==> config.mk <==
export PLATFORM = sky130hd
export DESIGN_NAME = reentrant_mutex_fifo_waiters_flat
export DESIGN_NICKNAME = d
export VERILOG_FILES = /design/src/hdl/rmfw_pkg.sv /design/src/hdl/mutex_req_if.sv /design/src/hdl/reentrant_mutex_fifo_waiters.sv /design/src/flat_wrapper.sv
export SDC_FILE = /design/constraint.sdc
export NUM_CORES = 1
export LEC_CHECK = 0
export ABC_AREA = 1
export BUFFER_PORTS_ARGS = -buffer_cell sky130_fd_sc_hd__buf_2
export CAP_MARGIN = 20
export CORE_MARGIN = 2
export CORE_UTILIZATION = 60
export DETAILED_ROUTE_END_ITERATION = 8
export PLACE_DENSITY = 0.77
export SETUP_SLACK_MARGIN = 0.4
export SLEW_MARGIN = 5
export SYNTH_ARGS = -nofsm -noshare
export SYNTH_HDL_FRONTEND = slang
export SYNTH_SLANG_ARGS = --single-unit
==> constraint.sdc <==
create_clock -name clk -period 15.7 [get_ports clk]
set_input_delay 2.355 -clock clk [delete_from_list [all_inputs] [get_ports clk]]
set_output_delay 2.355 -clock clk [all_outputs]
set_load 0.05 [all_outputs]
==> src/hdl/rmfw_pkg.sv <==
// Shared types and constants for the recursive mutex block.
// No dependencies; used by the interfaces, the top level and the checker.
`default_nettype none

package rmfw_pkg;

    localparam int QUEUE_DEPTH_DEF = 16;
    localparam int ID_BITS_DEF     = 8;
    localparam int COUNT_BITS_DEF  = 8;

    localparam int ID_FIELD_W    = 8;
    localparam int COUNT_FIELD_W = 8;
    localparam int STATUS_W      = 4;

    localparam logic REQ_ACQUIRE = 1'b0;
    localparam logic REQ_RELEASE = 1'b1;

    typedef enum logic [STATUS_W-1:0] {
        ST_GRANTED         = 4'd0,
        ST_REENTERED       = 4'd1,
        ST_BLOCKED         = 4'd2,
        ST_LOWERED         = 4'd3,
        ST_FREED           = 4'd4,
        ST_NOT_HOLDER      = 4'd5,
        ST_QUEUE_FULL      = 4'd6,
        ST_ALREADY_WAITING = 4'd7,
        ST_OVERFLOW        = 4'd8
    } status_t;

endpackage

`default_nettype wire

==> src/hdl/mutex_req_if.sv <==
// Request and response channel interfaces of the recursive mutex block.
// Depends on rmfw_pkg for field widths.
`default_nettype none

interface mutex_req_if;
    import rmfw_pkg::*;

    logic                  valid;
    logic                  ready;
    logic                  req_type;
    logic [ID_FIELD_W-1:0] thread_id;

    modport source (output valid, output req_type, output thread_id, input ready);
    modport sink   (input valid, input req_type, input thread_id, output ready);
endinterface

interface mutex_rsp_if;
    import rmfw_pkg::*;

    logic                     valid;
    logic                     ready;
    logic [STATUS_W-1:0]      status;
    logic                     woken_valid;
    logic [ID_FIELD_W-1:0]    woken_id;
    logic                     held_now;
    logic [COUNT_FIELD_W-1:0] repeat_now;

    modport source (output valid, output status, output woken_valid, output woken_id,
                    output held_now, output repeat_now, input ready);
    modport sink   (input valid, input status, input woken_valid, input woken_id,
                    input held_now, input repeat_now, output ready);
endinterface

`default_nettype wire

==> src/hdl/reentrant_mutex_fifo_waiters.sv <==
// Recursive mutex with FIFO wait queue. An accepted request has its memory reads
// registered, then S_LOOK resolves it into the output register. No new request is
// taken before the last is resolved, and a stalled response holds the next one back.
// Reset: rst_n clears lock, queue pointers and output valid at once, then a clearing
// pass zeroes all 2**ID_BITS waiter marks (256 by default); no request is taken
// during that pass. Depends on rmfw_pkg, mutex_req_if and mutex_rsp_if.
`default_nettype none

module reentrant_mutex_fifo_waiters #(
    parameter int QUEUE_DEPTH = rmfw_pkg::QUEUE_DEPTH_DEF,
    parameter int ID_BITS     = rmfw_pkg::ID_BITS_DEF,
    parameter int COUNT_BITS  = rmfw_pkg::COUNT_BITS_DEF
) (
    input  wire logic   clk,
    input  wire logic   rst_n,
    mutex_req_if.sink   req,
    mutex_rsp_if.source rsp
);
    import rmfw_pkg::*;

    localparam int PTR_W      = $clog2(QUEUE_DEPTH);
    localparam int FILL_W     = $clog2(QUEUE_DEPTH + 1);
    localparam int MARK_DEPTH = 1 << ID_BITS;

    // Sequencer: clear the mark memory, wait for a request, then resolve it
    // once the memory read data is back.
    typedef enum logic [2:0] {
        S_CLEAR = 3'b001,
        S_IDLE  = 3'b010,
        S_LOOK  = 3'b100
    } state_t;

    state_t state_reg, state_next;

    // Lock and queue control state.
    logic                  holder_valid_reg, holder_valid_next;
    logic [ID_BITS-1:0]    holder_id_reg, holder_id_next;
    logic [COUNT_BITS-1:0] count_reg, count_next;
    logic [PTR_W-1:0]      head_reg, head_next;
    logic [PTR_W-1:0]      tail_reg, tail_next;
    logic [FILL_W-1:0]     fill_reg, fill_next;
    logic [ID_BITS-1:0]    clr_idx_reg, clr_idx_next;

    // Captured request.
    logic                  req_type_reg;
    logic [ID_BITS-1:0]    tid_reg;

    // Memories and their registered read data.
    logic                  mark_mem [MARK_DEPTH];
    logic [ID_BITS-1:0]    queue_mem [QUEUE_DEPTH];
    logic                  mark_rd_reg;
    logic [ID_BITS-1:0]    queue_rd_reg;

    // Output register.
    logic                  out_valid_reg, out_valid_next;
    status_t               status_reg, status_next;
    logic                  woken_valid_reg, woken_valid_next;
    logic [ID_BITS-1:0]    woken_id_reg, woken_id_next;

    // Write ports.
    logic                  mark_we;
    logic [ID_BITS-1:0]    mark_wa;
    logic                  mark_wd;
    logic                  queue_we;

    logic                  req_accept;
    logic                  look_fire;
    logic [ID_BITS-1:0]    in_tid;
    logic                  holder_match;

    // Only the low ID_BITS of the thread id take part.
    assign in_tid = ID_BITS'(req.thread_id);

    assign req.ready  = (state_reg == S_IDLE);
    assign req_accept = req.valid && req.ready;

    // Resolve the request only when the output register can take the result.
    assign look_fire  = (state_reg == S_LOOK) && (!out_valid_reg || rsp.ready);

    assign holder_match = holder_valid_reg && (holder_id_reg == tid_reg);

    always_comb
    begin
        state_next        = state_reg;
        clr_idx_next      = clr_idx_reg;
        holder_valid_next = holder_valid_reg;
        holder_id_next    = holder_id_reg;
        count_next        = count_reg;
        head_next         = head_reg;
        tail_next         = tail_reg;
        fill_next         = fill_reg;
        status_next       = status_reg;
        woken_valid_next  = woken_valid_reg;
        woken_id_next     = woken_id_reg;
        mark_we           = 1'b0;
        mark_wa           = tid_reg;
        mark_wd           = 1'b0;
        queue_we          = 1'b0;

        if (rsp.ready)
        begin
            out_valid_next = 1'b0;
        end
        else
        begin
            out_valid_next = out_valid_reg;
        end

        unique case (state_reg)
            S_CLEAR:
            begin
                mark_we      = 1'b1;
                mark_wa      = clr_idx_reg;
                mark_wd      = 1'b0;
                clr_idx_next = clr_idx_reg + 1'b1;
                if (clr_idx_reg == {ID_BITS{1'b1}})
                begin
                    state_next = S_IDLE;
                end
            end
            S_IDLE:
            begin
                if (req_accept)
                begin
                    state_next = S_LOOK;
                end
            end
            S_LOOK:
            begin
                if (look_fire)
                begin
                    state_next       = S_IDLE;
                    out_valid_next   = 1'b1;
                    woken_valid_next = 1'b0;
                    woken_id_next    = '0;
                    if (req_type_reg == REQ_ACQUIRE)
                    begin
                        priority if (holder_match)
                        begin
                            if (count_reg == {COUNT_BITS{1'b1}})
                            begin
                                status_next = ST_OVERFLOW;
                            end
                            else
                            begin
                                count_next  = count_reg + 1'b1;
                                status_next = ST_REENTERED;
                            end
                        end
                        else if (mark_rd_reg)
                        begin
                            status_next = ST_ALREADY_WAITING;
                        end
                        else if (!holder_valid_reg)
                        begin
                            holder_valid_next = 1'b1;
                            holder_id_next    = tid_reg;
                            count_next        = COUNT_BITS'(1);
                            status_next       = ST_GRANTED;
                        end
                        else if (fill_reg == FILL_W'(QUEUE_DEPTH))
                        begin
                            status_next = ST_QUEUE_FULL;
                        end
                        else
                        begin
                            // Append to the queue and mark the id as waiting.
                            queue_we    = 1'b1;
                            mark_we     = 1'b1;
                            mark_wa     = tid_reg;
                            mark_wd     = 1'b1;
                            fill_next   = fill_reg + 1'b1;
                            tail_next   = (tail_reg == PTR_W'(QUEUE_DEPTH - 1)) ?
                                          '0 : tail_reg + 1'b1;
                            status_next = ST_BLOCKED;
                        end
                    end
                    else
                    begin
                        priority if (!holder_match)
                        begin
                            status_next = ST_NOT_HOLDER;
                        end
                        else if (count_reg > COUNT_BITS'(1))
                        begin
                            count_next  = count_reg - 1'b1;
                            status_next = ST_LOWERED;
                        end
                        else
                        begin
                            holder_valid_next = 1'b0;
                            holder_id_next    = '0;
                            count_next        = '0;
                            status_next       = ST_FREED;
                            if (fill_reg != '0)
                            begin
                                // Pop the head waiter and drop its mark.
                                mark_we          = 1'b1;
                                mark_wa          = queue_rd_reg;
                                mark_wd          = 1'b0;
                                fill_next        = fill_reg - 1'b1;
                                head_next        = (head_reg == PTR_W'(QUEUE_DEPTH - 1)) ?
                                                   '0 : head_reg + 1'b1;
                                woken_valid_next = 1'b1;
                                woken_id_next    = queue_rd_reg;
                            end
                        end
                    end
                end
            end
            default:
            begin
                state_next = S_CLEAR;
            end
        endcase
    end

    always_ff @(posedge clk or negedge rst_n)
    begin
        if (!rst_n)
        begin
            state_reg        <= S_CLEAR;
            clr_idx_reg      <= '0;
            holder_valid_reg <= 1'b0;
            holder_id_reg    <= '0;
            count_reg        <= '0;
            head_reg         <= '0;
            tail_reg         <= '0;
            fill_reg         <= '0;
            out_valid_reg    <= 1'b0;
        end
        else
        begin
            state_reg        <= state_next;
            clr_idx_reg      <= clr_idx_next;
            holder_valid_reg <= holder_valid_next;
            holder_id_reg    <= holder_id_next;
            count_reg        <= count_next;
            head_reg         <= head_next;
            tail_reg         <= tail_next;
            fill_reg         <= fill_next;
            out_valid_reg    <= out_valid_next;
        end
    end

    // Payload registers: no reset.
    always_ff @(posedge clk)
    begin
        status_reg      <= status_next;
        woken_valid_reg <= woken_valid_next;
        woken_id_reg    <= woken_id_next;
        if (req_accept)
        begin
            req_type_reg <= req.req_type;
            tid_reg      <= in_tid;
        end
    end

    // Waiter-mark memory: one write port, one registered read port.
    always_ff @(posedge clk)
    begin
        if (mark_we)
        begin
            mark_mem[mark_wa] <= mark_wd;
        end
        if (req_accept)
        begin
            mark_rd_reg <= mark_mem[in_tid];
        end
    end

    // Waiter queue memory: write at the tail, read the head on accept.
    always_ff @(posedge clk)
    begin
        if (queue_we)
        begin
            queue_mem[tail_reg] <= tid_reg;
        end
        if (req_accept)
        begin
            queue_rd_reg <= queue_mem[head_reg];
        end
    end

    // Held state after the step is the live lock state while the result waits,
    // since no other request is resolved until the result has been taken.
    assign rsp.valid       = out_valid_reg;
    assign rsp.status      = status_reg;
    assign rsp.woken_valid = woken_valid_reg;
    assign rsp.woken_id    = ID_FIELD_W'(woken_id_reg);
    assign rsp.held_now    = holder_valid_reg;
    assign rsp.repeat_now  = COUNT_FIELD_W'(count_reg);

endmodule

`default_nettype wire

==> src/flat_wrapper.sv <==
// flat-port wrapper written by rule: the top's interface ports become plain ports
module reentrant_mutex_fifo_waiters_flat import rmfw_pkg::*;
#(
    parameter int QUEUE_DEPTH = rmfw_pkg::QUEUE_DEPTH_DEF,
    parameter int ID_BITS     = rmfw_pkg::ID_BITS_DEF,
    parameter int COUNT_BITS  = rmfw_pkg::COUNT_BITS_DEF
)
  (clk, rst_n, req_valid, req_req_type, req_thread_id, req_ready, rsp_valid, rsp_status, rsp_woken_valid, rsp_woken_id, rsp_held_now, rsp_repeat_now, rsp_ready);
  mutex_req_if req_i ();
  mutex_rsp_if rsp_i ();
  input  wire logic clk;
  input  wire logic rst_n;
  input wire logic [$bits(req_i.valid)-1:0] req_valid;
  input wire logic [$bits(req_i.req_type)-1:0] req_req_type;
  input wire logic [$bits(req_i.thread_id)-1:0] req_thread_id;
  output wire logic [$bits(req_i.ready)-1:0] req_ready;
  output wire logic [$bits(rsp_i.valid)-1:0] rsp_valid;
  output wire logic [$bits(rsp_i.status)-1:0] rsp_status;
  output wire logic [$bits(rsp_i.woken_valid)-1:0] rsp_woken_valid;
  output wire logic [$bits(rsp_i.woken_id)-1:0] rsp_woken_id;
  output wire logic [$bits(rsp_i.held_now)-1:0] rsp_held_now;
  output wire logic [$bits(rsp_i.repeat_now)-1:0] rsp_repeat_now;
  input wire logic [$bits(rsp_i.ready)-1:0] rsp_ready;
  assign req_i.valid = req_valid;
  assign req_i.req_type = req_req_type;
  assign req_i.thread_id = req_thread_id;
  assign req_ready = req_i.ready;
  assign rsp_valid = rsp_i.valid;
  assign rsp_status = rsp_i.status;
  assign rsp_woken_valid = rsp_i.woken_valid;
  assign rsp_woken_id = rsp_i.woken_id;
  assign rsp_held_now = rsp_i.held_now;
  assign rsp_repeat_now = rsp_i.repeat_now;
  assign rsp_i.ready = rsp_ready;
  reentrant_mutex_fifo_waiters #(.QUEUE_DEPTH(QUEUE_DEPTH), .ID_BITS(ID_BITS), .COUNT_BITS(COUNT_BITS)) u_core (.clk(clk), .rst_n(rst_n), .req(req_i), .rsp(rsp_i));
endmodule
======== Word level (Yosys, flattened, before mapping) ========
Memories as Yosys holds them, arrays and structs flattened. A register that Yosys moved wholly into a read port is not among the register bits.
Cells that the tools add are included.
word-level totals
  register bits ........................... 64
  latch bits .............................. 0
  RAM bits ................................ 384
  ROM bits ................................ 0
  input port bits ......................... 13
  word-level logic and storage cells ...... 132
  memories ................................ 2
operators by class
  $add $sub $neg .......................... 7
  $mul .................................... 0
  divide/modulo/power cells ............... 0
  $lt $le $gt $ge ......................... 1
  eq/ne operators ......................... 20
  shift operators ......................... 0
  multiplexer cells ....................... 66
  bitwise gates (word level) .............. 6
  reductions and logical operators ........ 16
memories
  memory            words  width  rd ports  clocked after Yosys merged registers in  wr ports  line                                source
  u_core.mark_mem   256    1      1         1                                        1         reentrant_mutex_fifo_waiters.sv:49  logic mark_mem [MARK_DEPTH];
  u_core.queue_mem  16     8      1         1                                        1         reentrant_mutex_fifo_waiters.sv:50  logic [ID_BITS-1:0] queue_mem [QUEUE_DEPTH];
operator list
  operator               count
  $mux W8                18
  $mux W5                8
  $mux W4                8
  $mux W1                24
  $reduce_and A6 Y1      3
  $add A8 B1 Y8 const B  2
  $eq A8 B8 Y1 const B   2
  $pmux W8 S2            1
  $mux W3                5
  $reduce_and A7 Y1      2
  $ne A2 B2 Y1 const B   6
  $pmux W3 S3            1
  $reduce_and A9 Y1      1
  $add A4 B1 Y4 const B  2
  $eq A4 B4 Y1 const B   2
  $eq A8 B8 Y1           1
  $gt A8 B1 Y1 const B   1
  $ne A2 B1 Y1 const B   4
  $sub A8 B1 Y8 const B  1
  $not A1 Y1             6
  $add A5 B1 Y5 const B  1
  $eq A5 B5 Y1 const B   1
  $reduce_bool A5 Y1     1
  $sub A5 B1 Y5 const B  1
  12 further kinds       14

======== Depth between registers and ports, before layout ========
Gate-level depths: netlist of run 1.
  word-level depth ........................ 10
  mapped depth ............................ 17
  mapped depth without buffers ............ 16

======== Worst setup path before layout of run 1 ========
Ideal clock, no wire load.
  path type ............................... input-to-reg
  start ................................... input rsp_ready
  end ..................................... memory u_core.mark_mem[244], enable pin
  arrival ................................. 8708 ps
  required time ........................... 15401 ps
  slack ................................... 6693 ps
  stages on the path ...................... 10
  cell sequence ........................... nor2_1 nor2_8 inv_2 nor4_4 nor3_1 inv_2 buf_6 nand3_2 buf_2 nor2_1
on the way
  word-level cells in the longest chain between the ends .. 6
  elaborated cells between the ends (all ways) .. 8
RTL lines
  what                           line                                 source
  start, declared                flat_wrapper.sv:23                   input wire logic [$bits(rsp_i.ready)-1:0] rsp_ready;
  $logic_or A1 B1 Y1 (*)         reentrant_mutex_fifo_waiters.sv:78   assign look_fire = (state_reg == S_LOOK) && (!out_valid_reg || rsp.ready);
  $logic_and A1 B1 Y1 (*)        reentrant_mutex_fifo_waiters.sv:78
  $mux W1                        reentrant_mutex_fifo_waiters.sv:130  if (look_fire)
  $pmux W1 S2                    reentrant_mutex_fifo_waiters.sv:109  unique case (state_reg)
  $mux W1                        reentrant_mutex_fifo_waiters.sv:262  if (mark_we)
  $mux W1 (implied by the code)  reentrant_mutex_fifo_waiters.sv:264  mark_mem[mark_wa] <= mark_wd;
  end, declared                  reentrant_mutex_fifo_waiters.sv:49
Mark *: on every way between the ends. The rest lies on a longest branch, timed or not.

======== Worst setup path after layout of run 1 ========
  start ................................... input rsp_ready
  end ..................................... memory u_core.mark_mem[49], enable pin
Same word-level chain as after synthesis.

==> results of run 1 <==
-- worst max-delay path: stages --
cell and delay, ps:
buf_2 80, nor2_1 110, nor2_8 350, inv_2 110, nor4_4 340, buf_12 660, nor3_1 160, inv_2 400
nand4_1 600, nor2_1 300
-- final cells by class --
| cell class | count | share of cell area |
|---|---|---|
| clock inverters | 22 | 0.01336 |
| multi-input cells | 1258 | 0.2783 |
| well taps | 455 | 0.02513 |
| clock buffers | 65 | 0.05715 |
| repair buffers | 49 | 0.01309 |
| flip-flops and latches | 457 | 0.5965 |
| diodes | 2 | 0.0002209 |
| inverters | 97 | 0.01629 |
-- cell families after synthesis --
group / synth area share
AND/OR/NAND/NOR: 0.1815
flip-flops: 0.6533
AO/OA/AOI/OAI: 0.09351
buffers and inverters: 0.04204
XOR/XNOR: 0.01186
multiplexers: 0.007802
adder cells (fa/ha/maj): 0.01004
-- per-layer routing --
metal  wire (um)  global-route usage
met1       19540              0.3731
met2       22790              0.4260
met3        4243             0.04759
met4        1428             0.09839
met5           0                   0
-- stage by stage --
step                      instances  utilization
after floorplan                1924            -
after global placement         2315       0.6137
after detailed placement       2315       0.6137
after CTS                      2402       0.6603
after global routing           2403       0.6607
final                          2405       0.6608
-- path summary, 6_finish.rpt --
check	start	end
max in group asynchronous	rst_n	u_core.head_reg[0]$_DFFE_PN0P_
worst max register to register	u_core.tid_reg[4]$_DFFE_PP_	u_core.mark_mem[49]$_DFFE_PP_
worst min-delay path	u_core.clr_idx_reg[5]$_DFFE_PN0N_	u_core.clr_idx_reg[5]$_DFFE_PN0N_
worst min register to register	u_core.clr_idx_reg[5]$_DFFE_PN0N_	u_core.clr_idx_reg[5]$_DFFE_PN0N_
worst max-delay path	rsp_ready	u_core.mark_mem[49]$_DFFE_PP_
min in group asynchronous	rst_n	u_core.rsp.valid$_DFF_PN0_
-- synth_stat cells, types with 11 or more instances --
cell type / n / area [um^2]
o21ai_0: 200 / 1001
edfxtp_1: 415 / 12460
dfrtp_1: 41 / 1026
nand2_2: 20 / 125.1
a21oi_1: 14 / 70.07
nand4_1: 11 / 68.82
ha_1: 15 / 187.7
clkbuf_1: 68 / 255.2
buf_2: 29 / 145.1
nand2_1: 208 / 780.8
o221ai_1: 15 / 131.4
nor2_1: 499 / 1873
nand3_1: 86 / 430.4
o22ai_1: 73 / 456.7
mux2i_1: 15 / 150.1
xor2_1: 20 / 175.2
inv_1: 76 / 285.3
inv_2: 14 / 52.55
o32ai_1: 17 / 148.9
-- power breakdown --
group	internal (W)	leakage, nW	total, W	switching, W
combinational	0.000121	2.77	0.000546	0.000426
clock	0.000681	0.779	0.00114	0.000464
sequential	0.00136	4.30	0.00139	0.0000363
==> impl_metrics.json, run 1 <==
{
  "status": "complete, no violations",
  "drive_gt1_frac": 0.09805,
  "total_power_w": 0.003083,
  "fin_setup_tns_ps": 0,
  "clk_pin_slew_ps": 60,
  "pre_cts_ws_ps": 9813,
  "die_h_um": 189.7,
  "postSynthAreaPerCell_um2": 10.75,
  "period_share": 0.3355,
  "cts_setup_buffers": 0,
  "synth_enable_flop_cells": 415,
  "largestRegisters": "u_core.mark_mem: 256 flops, u_core.queue_mem: 128 flops",
  "hold_viol": 0,
  "grt_pass1_vias": 14010,
  "peakVddDrop_mv": 0.1069,
  "worst-path-max-fanout": 262,
  "syn_area_um2": 20690,
  "ff2ff_path_depth": 13,
  "largest_register": "u_core.mark_mem",
  "rsz0062_at_grt": "false",
  "antenna_found_initial": 1,
  "drt_pre_antenna_iters": 9,
  "start_kind": "input port",
  "synth_seq_cells": 457,
  "hold_class": "reg2reg",
  "crit_type": "in2reg",
  "syn_nets": 1953,
  "wl_per_cell_um": 19.96,
  "p_leak_nw": 7.852,
  "grt_start_max_net_pins": 263,
  "dp_hpwl_mm": 27.17,
  "hold_depth": 1,
  "yosysWarnings": 0,
  "slew_violations": 0,
  "drc": 0,
  "place.gp.congestion": 0.8693,
  "die_area_um2": 35980,
  "cp-end-kind": "flop",
  "cp_data_required_time_ps": 15960,
  "synth.distinct_cells": 48,
  "dpl_cell_area_um2": 21040,
  "cts.sinks": 457,
  "multi_input_area_um2": 6305,
  "setup_slack_ps": 10430,
  "worstPathArrival_ps": 5530,
  "cts_tree": "built",
  "clock_latency_ps": 570,
  "synthesis.instances": 1924,
  "syn2layout_area_growth_pct": 9.533,
  "design.core.area_um2": 34290,
  "fp-row-count": 68,
  "vias": 14600,
  "fin_crit_ps": 5267,
  "initial_utilization": 0.6033,
  "cts_made_buffers": 47,
  "fin_skew_ps": 25.28,
  "cts_buffer_depth": 3,
  "drt_iter0_drc": 1674,
  "grt_usage": 0.2674,
  "synthFlopType": "edfxtp_1",
  "p_per_area_nw_per_um2": 136.1,
  "async_flop_share": 0.09190,
  "cts_resized": 0,
  "largest_reg_flops": 256,
  "final_common_cell": "nor2_1",
  "wirelength_mm": 48.00,
  "grt_overflow": 0,
  "finalSetupViolCount": 0,
  "die-width_um": 189.7,
  "fill_cells": 2512,
  "final_nets": 1939,
  "final_antenna_net_count": 0,
  "fmax_mhz": 189.8,
  "cts_root_buf": "clkbuf_16",
  "final_cell_mix": "498 x nor2_1, 415 x edfxtp_1, 208 x nand2_1",
  "whs_ps": 494.6,
  "maxCapViolations": 0,
  "io_buffer_count": 36,
  "grt_pass1_wl_mm": 74.80,
  "regArea_um2": 13520,
  "slew_headroom": 0.3238,
  "viasPerCell": 6.069,
  "ys_seq_area_frac": 0.6533,
  "ios": 37,
  "htreeDepth": 2,
  "worst_slew_pin_slew_ps": 1014,
  "ctsHoldBuffers": 0,
  "r2r_slack_ps": 11430,
  "stdcell_area_um2": 22660
}
Power figures use the tool's default switching activity.
==> run 2: changes to the inputs <==
--- a/config.mk
+++ b/config.mk
@@ -9,9 +9,9 @@
 export BUFFER_PORTS_ARGS = -buffer_cell sky130_fd_sc_hd__buf_2
 export CAP_MARGIN = 20
 export CORE_MARGIN = 2
-export CORE_UTILIZATION = 60
+export CORE_UTILIZATION = 57
 export DETAILED_ROUTE_END_ITERATION = 8
-export PLACE_DENSITY = 0.77
+export PLACE_DENSITY = 0.76
 export SETUP_SLACK_MARGIN = 0.4
 export SLEW_MARGIN = 5
 export SYNTH_ARGS = -nofsm -noshare
==> constraint.sdc (replaced) <==
create_clock -name clk -period 4.38 [get_ports clk]
set_input_delay 0.657 -clock clk [delete_from_list [all_inputs] [get_ports clk]]
set_output_delay 0.657 -clock clk [all_outputs]
set_load 0.05 [all_outputs]
==> impl_metrics.json, run 2 (synthesized netlist as in run 1, its figures left out) <==
{
  "wl_per_cell_um": 20.89,
  "drive_gt1_frac": 0.1529,
  "final_nets": 1951,
  "die-width_um": 194.5,
  "final_antenna_net_count": 0,
  "worst-path-max-fanout": 19,
  "crit_type": "reg2reg",
  "worstPathArrival_ps": 3990,
  "status": "complete, no violations",
  "viasPerCell": 6.105,
  "largestRegisters": "u_core.mark_mem: 256 flops, u_core.queue_mem: 128 flops",
  "wirelength_mm": 50.47,
  "die_h_um": 194.5,
  "clock_latency_ps": 560,
  "path_delay_family": "simple AND/OR/NAND/NOR gates",
  "htreeDepth": 2,
  "fmax_mhz": 267.8,
  "p_per_area_nw_per_um2": 473.5,
  "final_cell_mix": "415 x edfxtp_1, 399 x nor2_1, 205 x nand2_1",
  "maxCapViolations": 0,
  "largest_register": "u_core.mark_mem",
  "peakVddDrop_mv": 0.4715,
  "cts_root_buf": "clkbuf_16",
  "antenna_found_initial": 0,
  "io_buffer_count": 36,
  "place.gp.congestion": 0.8958,
  "final_common_cell": "edfxtp_1",
  "rsz0062_at_grt": "true",
  "worst_slew_pin_slew_ps": 1100,
  "die_area_um2": 37830,
  "dp_hpwl_mm": 28.60,
  "cts_made_buffers": 46,
  "syn2layout_area_growth_pct": 11.19,
  "fin_crit_ps": 3734,
  "cp_data_required_time_ps": 4630,
  "vias": 14750,
  "critical_path.max_stage_delay_ps": 760,
  "hold_class": "in2reg",
  "finalSetupViolCount": 0,
  "n_antenna_cell": 0,
  "grt_overflow": 0,
  "drc": 0,
  "hold_viol": 0,
  "ios": 37,
  "fill_cells": 2707,
  "cts_buffer_depth": 3,
  "design.core.area_um2": 35660,
  "cts_tree": "built",
  "critPathBufInv": 2,
  "grt_pass1_vias": 14210,
  "slew_headroom": 0.2661,
  "grt_usage": 0.2684,
  "fp-row-count": 69,
  "fin_skew_ps": 13.30,
  "grt_start_max_net_pins": 257,
  "cpMostUsedCell": "nand2_1",
  "fin_setup_tns_ps": 0,
  "start_kind": "flop",
  "multi_input_area_um2": 6691,
  "slowest_stage": "edfxtp_1",
  "slew_violations": 0,
  "p_leak_nw": 7.836,
  "cts.sinks": 457,
  "regArea_um2": 13520,
  "drt_pre_antenna_iters": 8,
  "fin_util": 0.6451,
  "initial_utilization": 0.5802,
  "cp-end-kind": "flop",
  "r2r_slack_ps": 650,
  "grt_pass1_wl_mm": 78.59,
  "largest_reg_flops": 256,
  "period_share": 0.8524,
  "clk_pin_slew_ps": 60,
  "drt_iter0_drc": 1575,
  "crit_chain": "inv_2, nand2_1, nand2_1, nand2_1, nor2_2, nand2_1, nand2_2, nor4_4, nor3_1, inv_2, nand3_2, nor2_1"
}
-- run 2: timing repair --
| action | 4_1_cts | 5_1_grt |
|---|---|---|
| resized for setup | 0 | 1 |
| hold buffers | 0 | 1 |
| setup endpoints to repair | 0 | 15 |
| setup buffers | 0 | 0 |
| hold endpoints to repair | 0 | 5 |
-- run 2: per-stage QoR --
step | worst slack, ps | total power (W) | cells | hold WS (ps) | instance area, um^2
after floorplan | -2828 | 0.006691 | 1924 | 361.4 | 21160
after global placement | 829.9 | 0.007141 | 2332 | 478.5 | 21540
after detailed placement | 701.7 | 0.007194 | 2332 | 482.8 | 21540
after CTS | 633.7 | 0.01088 | 2413 | 245.8 | 22950
after global routing | 381.7 | 0.01127 | 2416 | 253.3 | 23000
final | 646.3 | 0.01089 | 2416 | 265.8 | 23000
-- run 2: power by group --
group          switching, W  internal [W]
combinational       0.00173      0.000472
sequential         0.000104       0.00486
clock               0.00161       0.00212
-- run 2: final timing paths --
check,startpoint,end,cells past startpoint
worst max-delay path,u_core.tid_reg[1]$_DFFE_PP_,u_core.mark_mem[140]$_DFFE_PP_,12
worst min register to register,u_core.clr_idx_reg[5]$_DFFE_PN0N_,u_core.clr_idx_reg[5]$_DFFE_PN0N_,1
max in group asynchronous,rst_n,u_core.state_reg[0]$_DFFE_PN1P_,3
worst min-delay path,req_req_type,u_core.req_type_reg$_DFFE_PP_,1
min in group asynchronous,rst_n,u_core.rsp.repeat_now[5]$_DFFE_PN0P_,2
worst max register to register,u_core.tid_reg[1]$_DFFE_PP_,u_core.mark_mem[140]$_DFFE_PP_,12
-- run 2: worst reg2reg max path: cells and delay by family, from the launching register on --
kind	cells	cell delay, ps
flops	1	760
simple gates	10	2110
buf+inv	2	570
-- run 2: layout make-up --
type / count / area share
clock buffers: 61 / 0.05429
inverters: 97 / 0.01605
clock inverters: 20 / 0.007072
well taps: 461 / 0.02508
multi-input cells: 1258 / 0.2909
repair buffers: 62 / 0.01888
flip-flops and latches: 457 / 0.5877
-- run 2: metal layers --
layer  vias to the layer above  GRT usage  wire [um]
met1                      7174     0.3594      19550
met4                         0    0.09544       1647
met3                       127    0.04095       4456
li1                       6709          -          -
met2                       739     0.4496      24820
met5                         -          0          0
